**src/dda_pkg.sv**
```systemverilog
// Shared types and constants for the line rasterizer.
// Holds the request and response word layouts and the controller/datapath interface.
// No dependencies.
package dda_pkg;

   localparam int COORD_WIDTH = 12;
   localparam int FRAC_BITS   = 16;

   localparam int POS_WIDTH  = COORD_WIDTH + FRAC_BITS + 1;
   localparam int STEP_WIDTH = FRAC_BITS + 2;
   localparam int REM_WIDTH  = COORD_WIDTH + 1;
   // Dividend of one increment: |d| * 2^FRAC_BITS + steps / 2.
   localparam int NUM_WIDTH  = COORD_WIDTH + FRAC_BITS + 1;
   localparam int CNT_WIDTH  = $clog2(NUM_WIDTH);

   localparam logic OP_START = 1'b0;
   localparam logic OP_STEP  = 1'b1;

   typedef struct packed {
      logic                          op;
      logic signed [COORD_WIDTH-1:0] start_x;
      logic signed [COORD_WIDTH-1:0] start_y;
      logic signed [COORD_WIDTH-1:0] end_x;
      logic signed [COORD_WIDTH-1:0] end_y;
   } req_type;

   typedef struct packed {
      logic signed [COORD_WIDTH-1:0] point_x;
      logic signed [COORD_WIDTH-1:0] point_y;
      logic                          last;
   } rsp_type;

   typedef struct packed {
      logic load_line;
      logic do_step;
      logic div_run;
   } dp_cmd_type;

   typedef struct packed {
      logic steps_zero;
      logic rem_zero;
      logic div_done;
   } dp_stat_type;

endpackage

```
**src/dda_ctrl.sv**
```systemverilog
// Controller of the line rasterizer: handshakes and the divide sequence.
// Depends on dda_pkg.
module dda_ctrl import dda_pkg::*; (
   input  logic        clock,
   input  logic        reset,
   input  logic        req_valid,
   input  logic        req_op,
   input  logic        rsp_ready,
   input  dp_stat_type stat,
   output logic        req_ready,
   output logic        rsp_valid,
   output dp_cmd_type  cmd
);

   typedef enum logic [1:0] {
      ST_IDLE = 2'b01,
      ST_DIV  = 2'b10
   } state_type;

   state_type state_ff, state_in;
   logic      rsp_valid_ff, rsp_valid_in;
   logic      accept;

   // A new word may enter only when the output register is free or being emptied.
   assign req_ready = (state_ff == ST_IDLE) && (!rsp_valid_ff || rsp_ready);
   assign accept    = req_valid && req_ready;
   assign rsp_valid = rsp_valid_ff;

   assign cmd.load_line = accept && (req_op == OP_START);
   assign cmd.do_step   = accept && (req_op == OP_STEP) && !stat.rem_zero;
   assign cmd.div_run   = (state_ff == ST_DIV);

   always_comb begin
      state_in = state_ff;
      unique case (state_ff)
         ST_IDLE: begin
            if (cmd.load_line && !stat.steps_zero) begin
               state_in = ST_DIV;
            end
         end
         ST_DIV: begin
            if (stat.div_done) begin
               state_in = ST_IDLE;
            end
         end
         default: state_in = ST_IDLE;
      endcase
   end

   always_comb begin
      if (cmd.do_step) begin
         rsp_valid_in = 1'b1;
      end else if (rsp_ready) begin
         rsp_valid_in = 1'b0;
      end else begin
         rsp_valid_in = rsp_valid_ff;
      end
   end

   always_ff @(posedge clock) begin
      if (reset) begin
         state_ff     <= ST_IDLE;
         rsp_valid_ff <= 1'b0;
      end else begin
         state_ff     <= state_in;
         rsp_valid_ff <= rsp_valid_in;
      end
   end

endmodule

```
**src/dda_datapath.sv**
```systemverilog
// Datapath of the line rasterizer: endpoint setup, two bit-serial dividers,
// position accumulators and the output register. Depends on dda_pkg.
module dda_datapath import dda_pkg::*; (
   input  logic        clock,
   input  logic        reset,
   input  req_type     req_data,
   input  dp_cmd_type  cmd,
   output dp_stat_type stat,
   output rsp_type     rsp_data
);

   typedef struct packed {
      logic [COORD_WIDTH-1:0] rm;
      logic [NUM_WIDTH-1:0]   nq;
   } div_lane_type;

   // One restoring-division step; the dividend shifts out the top of nq
   // while quotient bits shift in at the bottom.
   function automatic div_lane_type div_iter(input logic [COORD_WIDTH-1:0] rm,
                                             input logic [NUM_WIDTH-1:0]   nq,
                                             input logic [COORD_WIDTH-1:0] dvs);
      logic [COORD_WIDTH:0] sh;
      logic                 ge;
      div_lane_type         res;
      sh     = {rm, nq[NUM_WIDTH-1]};
      ge     = sh >= {1'b0, dvs};
      res.rm = ge ? COORD_WIDTH'(sh - {1'b0, dvs}) : sh[COORD_WIDTH-1:0];
      res.nq = {nq[NUM_WIDTH-2:0], ge};
      return res;
   endfunction

   function automatic logic [STEP_WIDTH-1:0] signed_incr(input logic [NUM_WIDTH-1:0] q,
                                                         input logic neg);
      logic [STEP_WIDTH-1:0] m;
      m = STEP_WIDTH'(q[FRAC_BITS:0]);
      return neg ? STEP_WIDTH'(-m) : m;
   endfunction

   // Round to integer, half away from zero. A negative position adds one less
   // than a half before the floor, which moves its ties away from zero too.
   function automatic logic [COORD_WIDTH-1:0] round_pos(input logic [POS_WIDTH-1:0] p);
      logic [POS_WIDTH:0]     s;
      logic [COORD_WIDTH-1:0] r;
      s = {p[POS_WIDTH-1], p} +
          (POS_WIDTH+1)'({~p[POS_WIDTH-1], {(FRAC_BITS-1){p[POS_WIDTH-1]}}});
      r = s[FRAC_BITS +: COORD_WIDTH];
      return r;
   endfunction

   logic signed [COORD_WIDTH:0]   dx, dy;
   logic [COORD_WIDTH-1:0]        ax, ay, steps;
   logic [NUM_WIDTH-1:0]          num_x, num_y;

   logic signed [POS_WIDTH-1:0]   pos_x_ff, pos_y_ff, pos_x_in, pos_y_in;
   logic signed [STEP_WIDTH-1:0]  step_x_ff, step_y_ff, step_x_in, step_y_in;
   logic [REM_WIDTH-1:0]          remaining_ff, remaining_in;
   logic [COORD_WIDTH-1:0]        rm_x_ff, rm_y_ff, rm_x_in, rm_y_in;
   logic [NUM_WIDTH-1:0]          nq_x_ff, nq_y_ff, nq_x_in, nq_y_in;
   logic [COORD_WIDTH-1:0]        dvs_ff, dvs_in;
   logic                          neg_x_ff, neg_y_ff, neg_x_in, neg_y_in;
   logic [CNT_WIDTH-1:0]          cnt_ff, cnt_in;
   rsp_type                       rsp_ff, rsp_in;

   logic signed [POS_WIDTH-1:0]   pos_x_nx, pos_y_nx;
   div_lane_type                  lane_x, lane_y;

   // Endpoint setup for a start word.
   assign dx    = (COORD_WIDTH+1)'(req_data.end_x) - (COORD_WIDTH+1)'(req_data.start_x);
   assign dy    = (COORD_WIDTH+1)'(req_data.end_y) - (COORD_WIDTH+1)'(req_data.start_y);
   assign ax    = dx[COORD_WIDTH] ? COORD_WIDTH'(-dx) : dx[COORD_WIDTH-1:0];
   assign ay    = dy[COORD_WIDTH] ? COORD_WIDTH'(-dy) : dy[COORD_WIDTH-1:0];
   assign steps = (ax > ay) ? ax : ay;
   assign num_x = (NUM_WIDTH'(ax) << FRAC_BITS) + NUM_WIDTH'(steps >> 1);
   assign num_y = (NUM_WIDTH'(ay) << FRAC_BITS) + NUM_WIDTH'(steps >> 1);

   assign lane_x = div_iter(rm_x_ff, nq_x_ff, dvs_ff);
   assign lane_y = div_iter(rm_y_ff, nq_y_ff, dvs_ff);

   assign pos_x_nx = pos_x_ff + POS_WIDTH'(step_x_ff);
   assign pos_y_nx = pos_y_ff + POS_WIDTH'(step_y_ff);

   assign stat.steps_zero = (steps == '0);
   assign stat.rem_zero   = (remaining_ff == '0);
   assign stat.div_done   = (cnt_ff == CNT_WIDTH'(NUM_WIDTH - 1));

   assign rsp_data = rsp_ff;

   always_comb begin
      pos_x_in     = pos_x_ff;
      pos_y_in     = pos_y_ff;
      step_x_in    = step_x_ff;
      step_y_in    = step_y_ff;
      remaining_in = remaining_ff;
      rm_x_in      = rm_x_ff;
      rm_y_in      = rm_y_ff;
      nq_x_in      = nq_x_ff;
      nq_y_in      = nq_y_ff;
      dvs_in       = dvs_ff;
      neg_x_in     = neg_x_ff;
      neg_y_in     = neg_y_ff;
      cnt_in       = cnt_ff;
      rsp_in       = rsp_ff;
      if (cmd.load_line) begin
         pos_x_in     = {req_data.start_x[COORD_WIDTH-1], req_data.start_x, FRAC_BITS'(0)};
         pos_y_in     = {req_data.start_y[COORD_WIDTH-1], req_data.start_y, FRAC_BITS'(0)};
         step_x_in    = '0;
         step_y_in    = '0;
         remaining_in = REM_WIDTH'(steps);
         rm_x_in      = '0;
         rm_y_in      = '0;
         nq_x_in      = num_x;
         nq_y_in      = num_y;
         dvs_in       = steps;
         neg_x_in     = dx[COORD_WIDTH];
         neg_y_in     = dy[COORD_WIDTH];
         cnt_in       = '0;
      end else if (cmd.div_run) begin
         rm_x_in = lane_x.rm;
         rm_y_in = lane_y.rm;
         nq_x_in = lane_x.nq;
         nq_y_in = lane_y.nq;
         cnt_in  = cnt_ff + CNT_WIDTH'(1);
         if (stat.div_done) begin
            step_x_in = signed_incr(lane_x.nq, neg_x_ff);
            step_y_in = signed_incr(lane_y.nq, neg_y_ff);
         end
      end else if (cmd.do_step) begin
         pos_x_in       = pos_x_nx;
         pos_y_in       = pos_y_nx;
         remaining_in   = remaining_ff - REM_WIDTH'(1);
         rsp_in.point_x = round_pos(pos_x_nx);
         rsp_in.point_y = round_pos(pos_y_nx);
         rsp_in.last    = (remaining_ff == REM_WIDTH'(1));
      end
   end

   always_ff @(posedge clock) begin
      if (reset) begin
         remaining_ff <= '0;
         cnt_ff       <= '0;
      end else begin
         remaining_ff <= remaining_in;
         cnt_ff       <= cnt_in;
      end
   end

   always_ff @(posedge clock) begin
      pos_x_ff  <= pos_x_in;
      pos_y_ff  <= pos_y_in;
      step_x_ff <= step_x_in;
      step_y_ff <= step_y_in;
      rm_x_ff   <= rm_x_in;
      rm_y_ff   <= rm_y_in;
      nq_x_ff   <= nq_x_in;
      nq_y_ff   <= nq_y_in;
      dvs_ff    <= dvs_in;
      neg_x_ff  <= neg_x_in;
      neg_y_ff  <= neg_y_in;
      rsp_ff    <= rsp_in;
   end

endmodule

```
**src/dda_line_rasterizer.sv**
```systemverilog
// Top level of the DDA line rasterizer.
// Instantiates dda_ctrl and dda_datapath; depends on dda_pkg.
//
// Usage:
//   The req channel takes one word per handshake. A start word (op = 0)
//   carries both endpoints; it loads the start position and produces no
//   response. A step word (op = 1) advances one step and produces one rsp
//   word with the rounded point; last marks the line's end point. A step
//   word with no line active is taken and produces nothing.
//   Throughput: step words are taken one per cycle while the receiver keeps up,
//   and each response sits in the output register in the cycle after its step
//   word is taken. A start word with distinct endpoints keeps req_ready low
//   while two bit-serial dividers form the x and y increments side by side,
//   one bit of the COORD_WIDTH + FRAC_BITS + 1 bit dividend per cycle.
//   A zero-length line skips the division.
//   When the receiver stalls, the response waits in the output register and
//   req_ready drops until it is taken, so no word is lost.
//   Reset ends any active line and clears the response valid flag; the first word
//   may be sent in the cycle after reset falls.
module dda_line_rasterizer import dda_pkg::*; (
   input  logic    clock,
   input  logic    reset,
   input  logic    req_valid,
   output logic    req_ready,
   input  req_type req_data,
   output logic    rsp_valid,
   input  logic    rsp_ready,
   output rsp_type rsp_data
);

   dp_cmd_type  cmd;
   dp_stat_type stat;

   dda_ctrl u_ctrl (
      .clock     (clock),
      .reset     (reset),
      .req_valid (req_valid),
      .req_op    (req_data.op),
      .rsp_ready (rsp_ready),
      .stat      (stat),
      .req_ready (req_ready),
      .rsp_valid (rsp_valid),
      .cmd       (cmd)
   );

   dda_datapath u_datapath (
      .clock    (clock),
      .reset    (reset),
      .req_data (req_data),
      .cmd      (cmd),
      .stat     (stat),
      .rsp_data (rsp_data)
   );

endmodule

```
**config.mk**
```make
export PLATFORM = sky130hd
export DESIGN_NAME = dda_line_rasterizer
export DESIGN_NICKNAME = d
export VERILOG_FILES = /design/src/dda_pkg.sv /design/src/dda_ctrl.sv /design/src/dda_datapath.sv /design/src/dda_line_rasterizer.sv
export SDC_FILE = /design/constraint.sdc
export NUM_CORES = 1
export LEC_CHECK = 0
export BUFFER_PORTS_ARGS = -buffer_cell sky130_fd_sc_hd__buf_2
export CAP_MARGIN = 20
export CORE_MARGIN = 2
export CORE_UTILIZATION = 60
export DETAILED_ROUTE_END_ITERATION = 6
export HOLD_SLACK_MARGIN = 0.1
export PLACE_DENSITY = 0.78
export RECOVER_POWER = 25
export SLEW_MARGIN = 0
export SYNTH_ARGS = -nofsm -noshare
export SYNTH_HDL_FRONTEND = slang
export SYNTH_HIERARCHICAL = 1
export SYNTH_SLANG_ARGS = --single-unit
```
**constraint.sdc**
```tcl
create_clock -name clock -period 11.8 [get_ports clock]
set_clock_uncertainty 0.1 [all_clocks]
set_input_delay 1.18 -clock clock [delete_from_list [all_inputs] [get_ports clock]]
set_output_delay 1.18 -clock clock [all_outputs]
set_load 0.02 [all_outputs]
```
# After elaboration in Yosys (flattened, before gate mapping)
# Cells that the tools add are included.
[totals]
ff_bits = 236
latch_bits = 0
ram_bits = 0
romBits = 0
inputBits = 53
out_inout_bits = 27
word_cells = 98
mem_count = 0
[op_classes]
addsub = 16
n_mul = 0
n_div = 0
order_cmp = 3
eq_ne = 7
shifts = 0
n_mux = 25
bitwise_logic = 5
n_reduce_logical = 21
[op_table]
columns = ["cell", "count"]
rows = [
  ["$mux W29", 10],
  ["$mux W12", 8],
  ["$add A28 B11 Y29", 2],
  ["$add A29 B18 Y29", 2],
  ["$add A28 B17 Y28", 2],
  ["$mux W18", 2],
  ["$neg A17 Y18", 2],
  ["$ge A13 B12 Y1", 2],
  ["$sub A12 B12 Y13", 2],
  ["$neg A12 Y12", 2],
  ["$sub A12 B12 Y12", 2],
  ["$eq A13 B1 Y1 const B", 1],
  ["$logic_not A13 Y1", 1],
  ["$sub A13 B1 Y13 const B", 1],
  ["$gt A12 B12 Y1", 1],
  ["$logic_not A12 Y1", 1],
  ["$reduce_and A2 Y1", 4],
  ["$logic_and A1 B1 Y1", 6],
  ["$reduce_bool A2 Y1", 3],
  ["$add A5 B1 Y5 const B", 1],
  ["$eq A5 B5 Y1 const B", 1],
  ["$not A1 Y1", 5],
  ["$mux W2", 2],
  ["$ne A2 B1 Y1 const B", 2],
  ["other kinds (9)", 12],
]

# Depth between registers and ports, before layout
# Gate-level depths: netlist of the first run.
[logic_depth]
depth_word = 10
depth_mapped = 25
depth_no_buf = 24

# Modules after synthesis
# The synthesis of the first run kept the hierarchy.
[modules_own_cells]
columns = ["module", "n_inst", "cells_per_inst", "area_each_um2", "seq_area_each_um2"]
rows = [
  ["dda_datapath", 1, 1990, 17117.7, 5895.7],
  ["dda_ctrl", 1, 18, 180.2, 60.1],
]

# Worst setup path after synthesis of the first run
# OpenSTA, ideal clock, no wires.
[synth_path]
kind = "in2reg"
startpoint = "in req_data[12] (netlist bit)"
endpoint = "reg u_ctrl.state_ff[0]"
setup_ns = 0.120
arrival_ns = 6.303
path_slack_ns = 5.278
cell_stages = 24
path_cell_list = "inv_1 ha_1 fa_1 nor2b_1 o31a_1 o21ai_1 o21bai_1 a311oi_4 a41oi_1 xnor2_1 xnor2_1 inv_1 ha_1 nand4_1 or2_2 a21oi_1 a211o_1 o22a_1 buf_2 mux2_2 or4bb_1 nor4_2 or4b_4 o31a_1"
[synth_lines]
columns = ["item", "line_no", "source"]
rows = [
  ["start, declared", "dda_line_rasterizer.sv:25", "input req_type req_data,"],
  ["end signal, assigned", "dda_ctrl.sv:65", "state_ff <= state_in;"],
  ["end, declared", "dda_ctrl.sv:20", "state_type state_ff, state_in;"],
]

==> flow_summary.json, run 1 <==
{
  "dr_total_vias": 15200,
  "worst-slew-pin-transition_ns": 2.93,
  "dr.first_iter.drc_count": 1230,
  "cp_top_family": "compound AO/OA/AOI/OAI gates",
  "pin_count": 80,
  "place_ws_ns": 4.30,
  "violations_in_the_final_reports": "capacitance limit, slew limit",
  "wl_mm": 45.8,
  "grt_pass1_vias": 14500,
  "postCtsHoldBufs": 0,
  "root_buffer": "sky130_fd_sc_hd__clkbuf_16",
  "tritoncts_clock_tree": "done",
  "finalNetCount": 2263,
  "tritoncts.num_buffers": 27,
  "drt_pre_antenna_iters": 5,
  "final_number_of_setup_violating_endpoints": 0,
  "outcome": "finished with violations",
  "finalSetupTns_ns": 0,
  "multi_input_comb_area_um2": 10600,
  "vertical_die_dimension_um": 174,
  "grt-ovfl-total": 0,
  "static-leakage-power_nw": 7.75,
  "antenna_violating_nets_post_route": 0,
  "placement_rows": 62,
  "area_growth_pct": 8.73,
  "critPathMaxStageDelay_ns": 0.62,
  "synth_most_common_cell": "sky130_fd_sc_hd__nand2_1",
  "fillers": 2455,
  "track_usage": 0.299,
  "drv_cap": 3,
  "critPathKind": "input port to flop",
  "final_hold_viol_count": 0,
  "cell_by_cell_listing_of_the_critical_path": "buf_2 -> ha_1 -> fa_1 -> nor2b_1 -> o31a_1 -> o21ai_1 -> o21bai_1 -> a311oi_4 -> a41oi_1 -> xnor2_1 -> xnor2_1 -> inv_1 -> ha_1 -> nand4_1 -> or2_2 -> a21oi_1 -> a211o_1 -> o22a_1 -> mux2_2 -> nor2_1 -> or4bb_1 -> nor4_2 -> or4b_4 -> o31ai_1",
  "cts.path.max_buffers": 3,
  "numPortBuffers": 79,
  "latest_clock_arrival_within_the_worst_skew_pair_ns": 0.54,
  "commonest_register_cell_after_synthesis": "sky130_fd_sc_hd__edfxtp_1",
  "globalplace.congestion": 1.00,
  "global_route_wire_length_before_repair_mm": 73.8,
  "floorplan.die.width_um": 174,
  "worst-endpoint-required_ns": 12.09,
  "post-cts-setup-buffers": 0,
  "post_synthesis_instance_area_um2": 17300,
  "synthesis.nets": 2221,
  "timing.critical_path.fanout_max": 12,
  "synth.ff_latch_count": 236,
  "timing.final.ws_setup_ns": 4.66,
  "fp.coreArea_um2": 28500,
  "most_area_hungry_cell_type_in_the_yosys_netlist": "sky130_fd_sc_hd__edfxtp_1",
  "cts_repair_resize_count": 0,
  "drc": 0,
  "cell_types_with_the_highest_counts_after_synthesis": "224 x sky130_fd_sc_hd__nand2_1, 184 x sky130_fd_sc_hd__a21oi_1, 159 x sky130_fd_sc_hd__nor2_1",
  "grt_start_max_net_pins": 182,
  "flip_flop_and_latch_area_um2": 5960,
  "clkTransAtPathRegs_ns": 0.06,
  "critPathCaptureType": "flop",
  "grt_antenna_before_repair": 1,
  "avgViaCountPerCell": 6.20,
  "finalWorstPathRequiredPeriod_ns": 7.14,
  "post_synth.cell_area_avg_um2": 8.61,
  "yosys_warnings": 6,
  "drt-wirelength-per-cell_um": 18.6,
  "cpMaxStageDelayCell": "sky130_fd_sc_hd__o22a_1",
  "worst_ir_drop_vdd_v": 0.000154,
  "seq_area_frac_synth": 0.344,
  "rsz0062_at_grt": "false",
  "timing.final.max_slew_violations": 132,
  "floorplan.die_area_um2": 30200,
  "max_freq_mhz": 140,
  "area_share_of_the_largest_cell_type_after_synthesis": 0.214,
  "syn-instance-count": 2008,
  "critical_path.startpoint_type": "input port",
  "timing.max_slew.rel_slack": -0.951,
  "post_synth_num_cell_types": 100,
  "total_power_per_unit_cell_area_nw_per_um2": 143,
  "ctsHtreeMaxLevel": 1,
  "initial_cell_density_of_the_core": 0.606,
  "post-dp-hpwl_mm": 33.8,
  "clock_sink_count": 236,
  "number_of_enable_type_register_cells_in_the_synthesized_netlist": 123,
  "min_path_type": "flop to flop",
  "path_buf_inv": 2,
  "drive_above_1_share": 0.0744,
  "synthTopCellsByArea": "sky130_fd_sc_hd__edfxtp_1 21%, sky130_fd_sc_hd__dfxtp_1 13%, sky130_fd_sc_hd__ha_1 11%",
  "min_period_over_period": 0.605,
  "worst-endpoint-arrival_ns": 7.43,
  "synth-async-reset-ratio": 0
}
## layout make-up
class                           instances  area share
Antenna cell                            1    0.000133
Sequential cell                       236       0.317
Clock inverter                         11     0.00486
Multi-Input combinational cell       1574       0.563
Clock buffer                           38      0.0426
Tap cell                              384      0.0255
Timing Repair Buffer                   88      0.0229
Inverter                              123      0.0245
## worst paths after layout
path	from	end	slack, ns	cells after the start
min	u_datapath/step_y_ff[14]$_SDFFE_PP0P_	u_datapath/step_y_ff[14]$_SDFFE_PP0P_	0.36	2
min reg2reg	u_datapath/step_y_ff[14]$_SDFFE_PP0P_	u_datapath/step_y_ff[14]$_SDFFE_PP0P_	0.36	2
max	req_data[36]	u_ctrl/state_ff[1]$_SDFFE_PP0P_	4.66	24
max reg2reg	u_datapath/pos_x_ff[0]$_SDFFE_PP0P_	u_datapath/rsp_data[20]$_DFFE_PP_	5.05	20
## where the power goes
group / internal (mW) / switching [mW]
Clock: 0.496 / 0.346
Combinational: 0.307 / 0.533
Sequential: 0.967 / 0.0443
Total: 1.77 / 0.924
## tightest hold or removal path, stage by stage (launching register included)
cell	delay, ns
sky130_fd_sc_hd__dfxtp_1	0.31
sky130_fd_sc_hd__nand2_1	0.05
sky130_fd_sc_hd__a21oi_1	0.05
## registers in the layout, summed over array words and instances (netlist names)
name / count
u_datapath/pos_y_ff: 29
u_datapath/dvs_ff: 12
u_datapath/step_y_ff: 18
u_datapath/cnt_ff: 5
u_ctrl/rsp_valid: 1
u_datapath/nq_x_ff: 29
u_datapath/neg_y_ff: 1
u_datapath/nq_y_ff: 29
u_datapath/rm_y_ff: 12
u_datapath/neg_x_ff: 1
u_datapath/rm_x_ff: 12
u_datapath/pos_x_ff: 29
u_datapath/remaining_ff: 13
u_datapath/rsp_data: 25
u_datapath/step_x_ff: 18
u_ctrl/state_ff: 2
## routing by layer
| layer | routed length (um) | vias up | track usage | share of wire |
|---|---|---|---|---|
| li1 | - | 7404 | - | - |
| met1 | 20100 | 7249 | 0.390 | 0.44 |
| met2 | 21600 | 484 | 0.513 | 0.47 |
| met3 | 2590 | 90 | 0.0379 | 0.057 |
| met4 | 1470 | 0 | 0.102 | 0.032 |
| met5 | 0 | - | 0 | 0 |
## stage by stage
step	power (mW)	util	cell area, um2	instances	hold slack [ns]
global route	2.83	0.659	18800	2454	0.377
CTS	2.70	0.661	18900	2454	0.361
detailed placement	1.85	0.630	18000	2405	0.352
global placement	1.82	0.630	18000	2405	0.347
finish	2.69	0.659	18800	2455	0.358
floorplan	1.63	-	17300	2008	0.336
## cells by family after synthesis
kind of cell | after synthesis | synth area share
flops | 236 | 0.344
mux | 30 | 0.0192
buf+inv | 198 | 0.0435
compound gates | 607 | 0.227
xor+xnor | 147 | 0.0753
fa+ha+maj | 160 | 0.118
simple gates | 630 | 0.173
## cells in the final DEF (no fill, tap or decap), types with 20 or more instances in the layout
cell | netlist | routed
sky130_fd_sc_hd__o31ai_1 | 20 | 20
sky130_fd_sc_hd__edfxtp_1 | 123 | 123
sky130_fd_sc_hd__nor2b_1 | 36 | 35
sky130_fd_sc_hd__xor2_1 | 54 | 54
sky130_fd_sc_hd__o21ai_0 | 121 | 122
sky130_fd_sc_hd__and3_1 | 22 | 22
sky130_fd_sc_hd__xnor2_1 | 91 | 91
sky130_fd_sc_hd__nor2_1 | 159 | 159
sky130_fd_sc_hd__a211oi_1 | 49 | 49
sky130_fd_sc_hd__nand2_1 | 224 | 223
sky130_fd_sc_hd__nand3_1 | 42 | 42
sky130_fd_sc_hd__clkbuf_1 | 63 | 36
sky130_fd_sc_hd__inv_1 | 120 | 119
sky130_fd_sc_hd__ha_1 | 154 | 154
sky130_fd_sc_hd__o21a_1 | 25 | 25
sky130_fd_sc_hd__clkbuf_16 | 0 | 30
sky130_fd_sc_hd__buf_2 | 5 | 52
sky130_fd_sc_hd__a21oi_1 | 184 | 184
sky130_fd_sc_hd__dfxtp_1 | 113 | 113
sky130_fd_sc_hd__a21o_1 | 42 | 42
sky130_fd_sc_hd__nor3_1 | 31 | 31
(Power assumes the default switching activity.)
==> inputs of run 2 (changes only) <==
--- a/config.mk
+++ b/config.mk
@@ -8,7 +8,7 @@
 export BUFFER_PORTS_ARGS = -buffer_cell sky130_fd_sc_hd__buf_2
 export CAP_MARGIN = 20
 export CORE_MARGIN = 2
-export CORE_UTILIZATION = 60
+export CORE_UTILIZATION = 57
 export DETAILED_ROUTE_END_ITERATION = 6
 export HOLD_SLACK_MARGIN = 0.1
 export PLACE_DENSITY = 0.78
==> constraint.sdc (replaced) <==
create_clock -name clock -period 6 [get_ports clock]
set_clock_uncertainty 0.1 [all_clocks]
set_input_delay 0.6 -clock clock [delete_from_list [all_inputs] [get_ports clock]]
set_output_delay 0.6 -clock clock [all_outputs]
set_load 0.02 [all_outputs]
==> run 2 against run 1 <==
Compared with the run above: the run still ends with capacitance limit, slew limit left; first-iteration DRC count fell by 7.9%; sequential share of layout area down 0.78 points; clock power grew 110%; critical path type is now flop to flop; final cell count is 2.4% higher; global-route usage is 1.9 points lower; die area increased by 5.1%.
==> flow_summary.json, run 2 (same netlist as run 1, synthesis figures left out) <==
{
  "grt_pass1_vias": 14500,
  "timing.max_slew.rel_slack": -1.49,
  "static-leakage-power_nw": 8.04,
  "numPortBuffers": 79,
  "worst_ir_drop_vdd_v": 0.000289,
  "antenna_violating_nets_post_route": 0,
  "grt-ovfl-total": 0,
  "hold_slack_ns": 0.229,
  "vertical_die_dimension_um": 178,
  "internal-power_mw": 3.71,
  "switching_power_mw": 1.91,
  "max_freq_mhz": 174,
  "critical_path.startpoint_type": "flop",
  "power.combinational.fraction": 0.338,
  "layout_common_cells": "223 x sky130_fd_sc_hd__nand2_1, 184 x sky130_fd_sc_hd__a21oi_1, 159 x sky130_fd_sc_hd__nor2_1",
  "root_buffer": "sky130_fd_sc_hd__clkbuf_16",
  "diodes": 0,
  "hold_depth": 3,
  "drt_pre_antenna_iters": 5,
  "globalplace.congestion": 0.937,
  "rsz0062_at_grt": "false",
  "drt-wirelength-per-cell_um": 17.9,
  "tritoncts_clock_tree": "done",
  "timing.critical_path.fanout_max": 10,
  "tritoncts.num_buffers": 26,
  "r2r.worst_path.cells": 22,
  "timing.final.max_slew_violations": 242,
  "total_power_per_unit_cell_area_nw_per_um2": 291,
  "initial_cell_density_of_the_core": 0.581,
  "final_number_of_setup_violating_endpoints": 0,
  "latest_clock_arrival_within_the_worst_skew_pair_ns": 0.55,
  "clock_sink_count": 236,
  "finalSetupTns_ns": 0,
  "drive_above_1_share": 0.102,
  "netSwitchingFraction": 0.340,
  "fp.coreArea_um2": 29800,
  "worst-endpoint-arrival_ns": 5.93,
  "floorplan.die.width_um": 178,
  "dr_total_vias": 15400,
  "avgViaCountPerCell": 6.11,
  "final_hold_viol_count": 0,
  "drc": 0,
  "min_period_over_period": 0.958,
  "grt_antenna_before_repair": 0,
  "cts.path.max_buffers": 3,
  "postCtsHoldBufs": 0,
  "global_route_wire_length_before_repair_mm": 72.2,
  "wl_mm": 45.0,
  "worst-endpoint-required_ns": 6.18,
  "critPathKind": "flop to flop",
  "post-dp-hpwl_mm": 33.3,
  "track_usage": 0.280,
  "power.clock.fraction": 0.308,
  "critPathCaptureType": "flop",
  "clkTransAtPathRegs_ns": 0.07,
  "finalWorstPathRequiredPeriod_ns": 5.75,
  "finalNetCount": 2317,
  "worst-slew-pin-transition_ns": 3.74,
  "min_path_type": "input port to flop",
  "ctsHtreeMaxLevel": 1,
  "pin_count": 80,
  "outcome": "finished with violations",
  "dr.first_iter.drc_count": 1133,
  "violations_in_the_final_reports": "capacitance limit, slew limit",
  "drv_cap": 2,
  "p_seq_frac": 0.355,
  "floorplan.die_area_um2": 31800,
  "grt_start_max_net_pins": 181,
  "area_growth_pct": 11.5,
  "placement_rows": 63,
  "final_common_cell": "sky130_fd_sc_hd__nand2_1"
}
run 2: cell types whose count changed in the layout (fill, tap and decap cells not counted), moves of 2 or more:
cell | previous run | this run
sky130_fd_sc_hd__buf_4 | 5 | 59
sky130_fd_sc_hd__bufinv_16 | 1 | 4
sky130_fd_sc_hd__clkbuf_1 | 36 | 31
sky130_fd_sc_hd__clkbuf_16 | 30 | 28
sky130_fd_sc_hd__clkbuf_2 | 0 | 2
sky130_fd_sc_hd__clkbuf_8 | 2 | 0
sky130_fd_sc_hd__clkinv_4 | 1 | 5
run 2: metrics by stage:
stage | util | instance area, um2 | std cells | power, mW | setup WS, ns
floorplan | - | 17300 | 2008 | 3.21 | 0.0576
CTS | 0.648 | 19300 | 2509 | 5.61 | 0.0763
global placement | 0.617 | 18400 | 2461 | 3.83 | 0.0526
global route | 0.647 | 19300 | 2514 | 5.87 | 0.0114
detailed placement | 0.617 | 18400 | 2461 | 3.87 | -0.0797
finish | 0.647 | 19300 | 2514 | 5.61 | 0.254
run 2: worst paths after layout:
kind	end	slack, ns	startpoint
max	u_datapath/rsp_data[23]$_DFFE_PP_	0.25	u_datapath/pos_x_ff[0]$_SDFFE_PP0P_
min	u_ctrl/rsp_valid$_SDFFE_PP0P_	0.23	rsp_ready
max reg2reg	u_datapath/rsp_data[23]$_DFFE_PP_	0.25	u_datapath/pos_x_ff[0]$_SDFFE_PP0P_
min reg2reg	u_datapath/pos_y_ff[5]$_SDFFE_PP0P_	0.36	u_datapath/pos_y_ff[5]$_SDFFE_PP0P_
run 2: what timing repair did:
item,4_1_cts,5_1_grt
buffers inserted,0,5
pin swaps,0,1
setup endpoints to repair,1,11
gates resized for setup,1,2
run 2: final cells by class:
cell class	count	area (um2)
Sequential cell	236	5960
Timing Repair Buffer	143	842
Inverter	123	462
Clock buffer	30	708
Tap cell	390	488
Fill cell	2414	10500
Clock inverter	18	226
Multi-Input combinational cell	1574	10600
run 2: critical path: stages (launching register included):
cell and delay (ns):
sky130_fd_sc_hd__dfxtp_1 0.32, sky130_fd_sc_hd__ha_1 0.24, sky130_fd_sc_hd__fa_1 0.44, sky130_fd_sc_hd__a211oi_2 0.28, sky130_fd_sc_hd__o21ai_0 0.17, sky130_fd_sc_hd__nand3_1 0.17, sky130_fd_sc_hd__a211oi_1 0.15, sky130_fd_sc_hd__a21o_1 0.24
sky130_fd_sc_hd__a211oi_1 0.26, sky130_fd_sc_hd__buf_4 0.16, sky130_fd_sc_hd__xor2_1 0.24, sky130_fd_sc_hd__inv_2 0.16, sky130_fd_sc_hd__buf_4 0.18, sky130_fd_sc_hd__ha_1 0.27, sky130_fd_sc_hd__o21a_1 0.11, sky130_fd_sc_hd__o21ai_0 0.11
sky130_fd_sc_hd__a21o_1 0.20, sky130_fd_sc_hd__a2111o_1 0.38, sky130_fd_sc_hd__or3b_1 0.35, sky130_fd_sc_hd__mux2_2 0.32, sky130_fd_sc_hd__a21boi_4 0.29, sky130_fd_sc_hd__nand4_1 0.15, sky130_fd_sc_hd__xnor2_1 0.16
run 2: power by group through the flow:
| stage | clock network (mW) | logic [mW] | registers, mW |
|---|---|---|---|
| after floorplan | 0 | 1.19 | 2.02 |
| after global placement | 0 | 1.81 | 2.01 |
| after detailed placement | 0 | 1.86 | 2.02 |
| after CTS | 1.75 | 1.87 | 1.98 |
| after global routing | 1.80 | 2.07 | 2.00 |
| final | 1.73 | 1.90 | 1.99 |
run 2: routing by layer:
| layer | up-vias | share of wire | GRT usage | wire [um] |
|---|---|---|---|---|
| met3 | 85 | 0.054 | 0.0337 | 2460 |
| met2 | 508 | 0.47 | 0.485 | 21400 |
| met4 | 0 | 0.024 | 0.0766 | 1080 |
| li1 | 7521 | - | - | - |
| met5 | - | 0 | 0 | 0 |
| met1 | 7251 | 0.45 | 0.370 | 20100 |
==> inputs of run 3 (changes only) <==
--- a/config.mk
+++ b/config.mk
@@ -8,7 +8,7 @@
 export BUFFER_PORTS_ARGS = -buffer_cell sky130_fd_sc_hd__buf_2
 export CAP_MARGIN = 20
 export CORE_MARGIN = 2
-export CORE_UTILIZATION = 57
+export CORE_UTILIZATION = 60
 export DETAILED_ROUTE_END_ITERATION = 6
 export HOLD_SLACK_MARGIN = 0.1
 export PLACE_DENSITY = 0.78
@@ -16,5 +16,4 @@
 export SLEW_MARGIN = 0
 export SYNTH_ARGS = -nofsm -noshare
 export SYNTH_HDL_FRONTEND = slang
-export SYNTH_HIERARCHICAL = 1
 export SYNTH_SLANG_ARGS = --single-unit
==> constraint.sdc (replaced) <==
create_clock -name clock -period 6.8 [get_ports clock]
set_clock_uncertainty 0.1 [all_clocks]
set_input_delay 0.68 -clock clock [delete_from_list [all_inputs] [get_ports clock]]
set_output_delay 0.68 -clock clock [all_outputs]
set_load 0.02 [all_outputs]
==> run 3 against run 2 <==
Compared with the run above: the run still ends with capacitance limit, slew limit left; via count fell by 3.7%; first-iteration DRC count rose by 2.1%; global-route usage rose by 2.2 points; non-clock buffer count fell by 50; sequential share of layout area rose by 1.5 points; die area fell by 7.6%; clock power fell by 13%; clock-buffer cell count rose by 5; maximum frequency fell by 8.1%; area after synthesis fell by 2.9%; critical path type unchanged; largest cell class unchanged.
==> flow_summary.json, run 3 <==
{
  "outcome": "finished with violations",
  "violations_in_the_final_reports": "capacitance limit, slew limit",
  "track_usage": 0.303,
  "critPathCaptureType": "flop",
  "global_route_wire_length_before_repair_mm": 71.2,
  "final_hold_viol_count": 0,
  "worst-endpoint-required_ns": 6.98,
  "vertical_die_dimension_um": 171,
  "synth_most_common_cell": "sky130_fd_sc_hd__nand2_1",
  "drv_cap": 2,
  "worst-endpoint-arrival_ns": 6.43,
  "total_power_per_unit_cell_area_nw_per_um2": 242,
  "path_buf_inv": 2,
  "fillers": 2268,
  "final_number_of_setup_violating_endpoints": 0,
  "pin_count": 80,
  "min_path_type": "flop to flop",
  "synth.area.mux_share": 0.0105,
  "cts.path.max_buffers": 3,
  "internal-power_mw": 2.97,
  "syn-instance-count": 1938,
  "synthTopCellsByArea": "sky130_fd_sc_hd__edfxtp_1 22%, sky130_fd_sc_hd__dfxtp_1 13%, sky130_fd_sc_hd__ha_1 12%",
  "timing.final.max_slew_violations": 172,
  "timing.max_slew.rel_slack": -1.57,
  "finalNetCount": 2209,
  "post_synthesis_instance_area_um2": 16800,
  "floorplan.die_area_um2": 29300,
  "initial_cell_density_of_the_core": 0.606,
  "worst_ir_drop_vdd_v": 0.000214,
  "synthSimpleGateAreaFrac": 0.184,
  "grt_antenna_before_repair": 0,
  "grt-ovfl-total": 0,
  "diodes": 0,
  "most_area_hungry_cell_type_in_the_yosys_netlist": "sky130_fd_sc_hd__edfxtp_1",
  "post_synth_xor_xnor_area": 0.0793,
  "dominant_combinational_cell_family_by_area_after_synthesis": "compound AO/OA/AOI/OAI gates",
  "post_synth.cell_area_avg_um2": 8.66,
  "place_ws_ns": 0.277,
  "hold_depth": 2,
  "switching_power_mw": 1.48,
  "cp_top_family": "simple AND/OR/NAND/NOR gates",
  "floorplan.die.width_um": 171,
  "power.combinational.fraction": 0.277,
  "tritoncts_clock_tree": "done",
  "route.met2.wl_mm": 20.5,
  "netSwitchingFraction": 0.333,
  "commonest_register_cell_after_synthesis": "sky130_fd_sc_hd__edfxtp_1",
  "fp.coreArea_um2": 27700,
  "drive_above_1_share": 0.0705,
  "yosys_warnings": 0,
  "root_buffer": "sky130_fd_sc_hd__clkbuf_16",
  "min_period_over_period": 0.919,
  "synth.ff_latch_count": 236,
  "cpMaxStageDelayCell": "sky130_fd_sc_hd__dfxtp_1",
  "grt_start_max_net_pins": 96,
  "post-cts-setup-buffers": 0,
  "highest_layer": "met4",
  "cell_by_cell_listing_of_the_critical_path": "ha_1 -> nand2_1 -> nor3_1 -> nand3_1 -> o221ai_1 -> nand3_1 -> nand2_1 -> xnor2_1 -> inv_1 -> ha_1 -> nand4_1 -> inv_1 -> nand4_1 -> nand3b_1 -> a31o_2 -> a31oi_1 -> nand3_1 -> nor4_2 -> nand3_1 -> xnor2_1",
  "post-dp-hpwl_mm": 32.6,
  "final_common_cell": "sky130_fd_sc_hd__nand2_1",
  "synth-async-reset-ratio": 0,
  "drc": 0,
  "tritoncts.num_buffers": 27,
  "area_share_of_the_largest_cell_type_after_synthesis": 0.220,
  "number_of_enable_type_register_cells_in_the_synthesized_netlist": 123,
  "dr_total_vias": 14800,
  "power.clock.fraction": 0.337,
  "rr_startpoint": "u_datapath.step_y_ff[17]$_SDFFE_PP0P_",
  "drt_pre_antenna_iters": 6,
  "finalWorstPathRequiredPeriod_ns": 6.25,
  "clkTransAtPathRegs_ns": 0.06,
  "antenna_violating_nets_post_route": 0,
  "avgViaCountPerCell": 6.19,
  "seq_area_frac_synth": 0.355,
  "wl_mm": 44.7,
  "cell_types_with_the_highest_counts_after_synthesis": "242 x sky130_fd_sc_hd__nand2_1, 157 x sky130_fd_sc_hd__a21oi_1, 155 x sky130_fd_sc_hd__ha_1",
  "layout_common_cells": "242 x sky130_fd_sc_hd__nand2_1, 158 x sky130_fd_sc_hd__a21oi_1, 155 x sky130_fd_sc_hd__ha_1",
  "critPathMaxStageDelay_ns": 0.72,
  "clock_sink_count": 236,
  "numPortBuffers": 79,
  "globalplace.congestion": 0.941,
  "final_cells": 2393,
  "dr.first_iter.drc_count": 1157,
  "synth_fa_ha_area_frac": 0.123,
  "worst-slew-pin-transition_ns": 3.85,
  "synthesis.nets": 2152,
  "ctsHtreeMaxLevel": 1,
  "wl_met1_mm": 19.9,
  "wl_met3_mm": 2.82,
  "place.detailed.instances": 2343,
  "hold_path.startpoint": "u_datapath.pos_y_ff[3]$_SDFFE_PP0P_",
  "post_synth_num_cell_types": 88,
  "postCtsHoldBufs": 0,
  "r2r.worst_path.cells": 20,
  "timing.critical_path.fanout_max": 14,
  "min_to": "u_datapath.pos_y_ff[3]$_SDFFE_PP0P_",
  "latest_clock_arrival_within_the_worst_skew_pair_ns": 0.54,
  "static-leakage-power_nw": 7.68,
  "placement_rows": 61,
  "max_freq_mhz": 160,
  "compound_cell_area_share_of_the_yosys_netlist": 0.212,
  "rsz0062_at_grt": "false",
  "r2r_setup_slack_ns": 0.55,
  "cts_repair_resize_count": 0,
  "finalSetupTns_ns": 0,
  "drt-wirelength-per-cell_um": 18.7,
  "timing.final.ws_setup_ns": 0.550,
  "p_seq_frac": 0.386,
  "critical_path.startpoint_type": "flop",
  "grt_pass1_vias": 13800,
  "post-layout-total-power_mw": 4.45,
  "timing.critical_path.mode_cell": "sky130_fd_sc_hd__nand3_1",
  "area_growth_pct": 9.68,
  "hold_slack_ns": 0.361,
  "regToRegEndpoint": "u_datapath.rsp_data[12]$_DFFE_PP_",
  "critPathKind": "flop to flop"
}
## run 3: cell types whose count changed after synthesis, sizes merged, moves of 11 or more
cell and change:
a21oi -26, o21ai +17, inv -25, nand2 +18, xor2 +25, xnor2 -20, a311oi -15, nor2b -15
a21o +11, nor2 -23, nor3 +14, and2 +14
## run 3: metrics by stage
stage	utilization	instance area, um2
after floorplan	-	16800
after CTS	0.666	18500
after detailed placement	0.633	17500
after global routing	0.665	18400
after global placement	0.633	17500
final	0.665	18400
## run 3: kinds of logic after synthesis
family                   count (synthesis)
multiplexers                            17
XOR/XNOR                               152
buffers and inverters                  163
AO/OA/AOI/OAI                          562
AND/OR/NAND/NOR                        647
adder cells (fa/ha/maj)                161
flip-flops                             236
## run 3: worst max-delay path by stage
| stage | startpoint | to | cells after the start |
|---|---|---|---|
| final | u_datapath.step_y_ff[17]$_SDFFE_PP0P_ | u_datapath.rsp_data[12]$_DFFE_PP_ | 20 |
| after global routing | u_datapath.step_y_ff[17]$_SDFFE_PP0P_ | u_datapath.rsp_data[12]$_DFFE_PP_ | 20 |
| after CTS | u_datapath.step_y_ff[17]$_SDFFE_PP0P_ | u_datapath.rsp_data[12]$_DFFE_PP_ | 20 |
| after detailed placement | req_data[24] | u_ctrl.state_ff[1]$_SDFFE_PP0P_ | 19 |
| after global placement | req_data[0] | u_ctrl.state_ff[1]$_SDFFE_PP0P_ | 20 |
| after floorplan | req_data[0] | u_ctrl.state_ff[1]$_SDFFE_PP0P_ | 19 |
## run 3: layout make-up
class	count	area (um2)	area share
clock buffer	35	756	0.0410
clock inverter	14	153	0.00829
inverter	98	369	0.0200
multi-input combinational	1539	10200	0.556
sequential	236	5960	0.323
tap	378	473	0.0257
timing repair buffer	93	469	0.0255
## run 3: worst register-to-register path, stage by stage (launching register included)
cell and delay (ns):
sky130_fd_sc_hd__dfxtp_1 0.72, sky130_fd_sc_hd__ha_1 0.35, sky130_fd_sc_hd__nand2_1 0.13, sky130_fd_sc_hd__nor3_1 0.51, sky130_fd_sc_hd__nand3_1 0.23, sky130_fd_sc_hd__o221ai_1 0.47
sky130_fd_sc_hd__nand3_1 0.13, sky130_fd_sc_hd__nand2_1 0.10, sky130_fd_sc_hd__xnor2_1 0.20, sky130_fd_sc_hd__inv_1 0.33, sky130_fd_sc_hd__ha_1 0.40, sky130_fd_sc_hd__nand4_1 0.12
sky130_fd_sc_hd__inv_1 0.07, sky130_fd_sc_hd__nand4_1 0.24, sky130_fd_sc_hd__nand3b_1 0.25, sky130_fd_sc_hd__a31o_2 0.23, sky130_fd_sc_hd__a31oi_1 0.25, sky130_fd_sc_hd__nand3_1 0.23
sky130_fd_sc_hd__nor4_2 0.59, sky130_fd_sc_hd__nand3_1 0.17, sky130_fd_sc_hd__xnor2_1 0.16
## run 3: power groups by stage
stage          Clock, mW  Combinational [mW]  Sequential (mW)
2_1_floorplan          0               0.850             1.74
3_3_place_gp           0                1.17             1.74
3_5_place_dp           0                1.21             1.74
4_1_cts             1.51                1.22             1.72
5_1_grt             1.56                1.35             1.73
6_report            1.50                1.23             1.72
## run 3: routing by layer
metal | vias to the layer above | global-route usage
li1 | 7157 | -
met2 | 556 | 0.494
met4 | 0 | 0.0980
met1 | 6986 | 0.419
met5 | - | 0
met3 | 105 | 0.0368
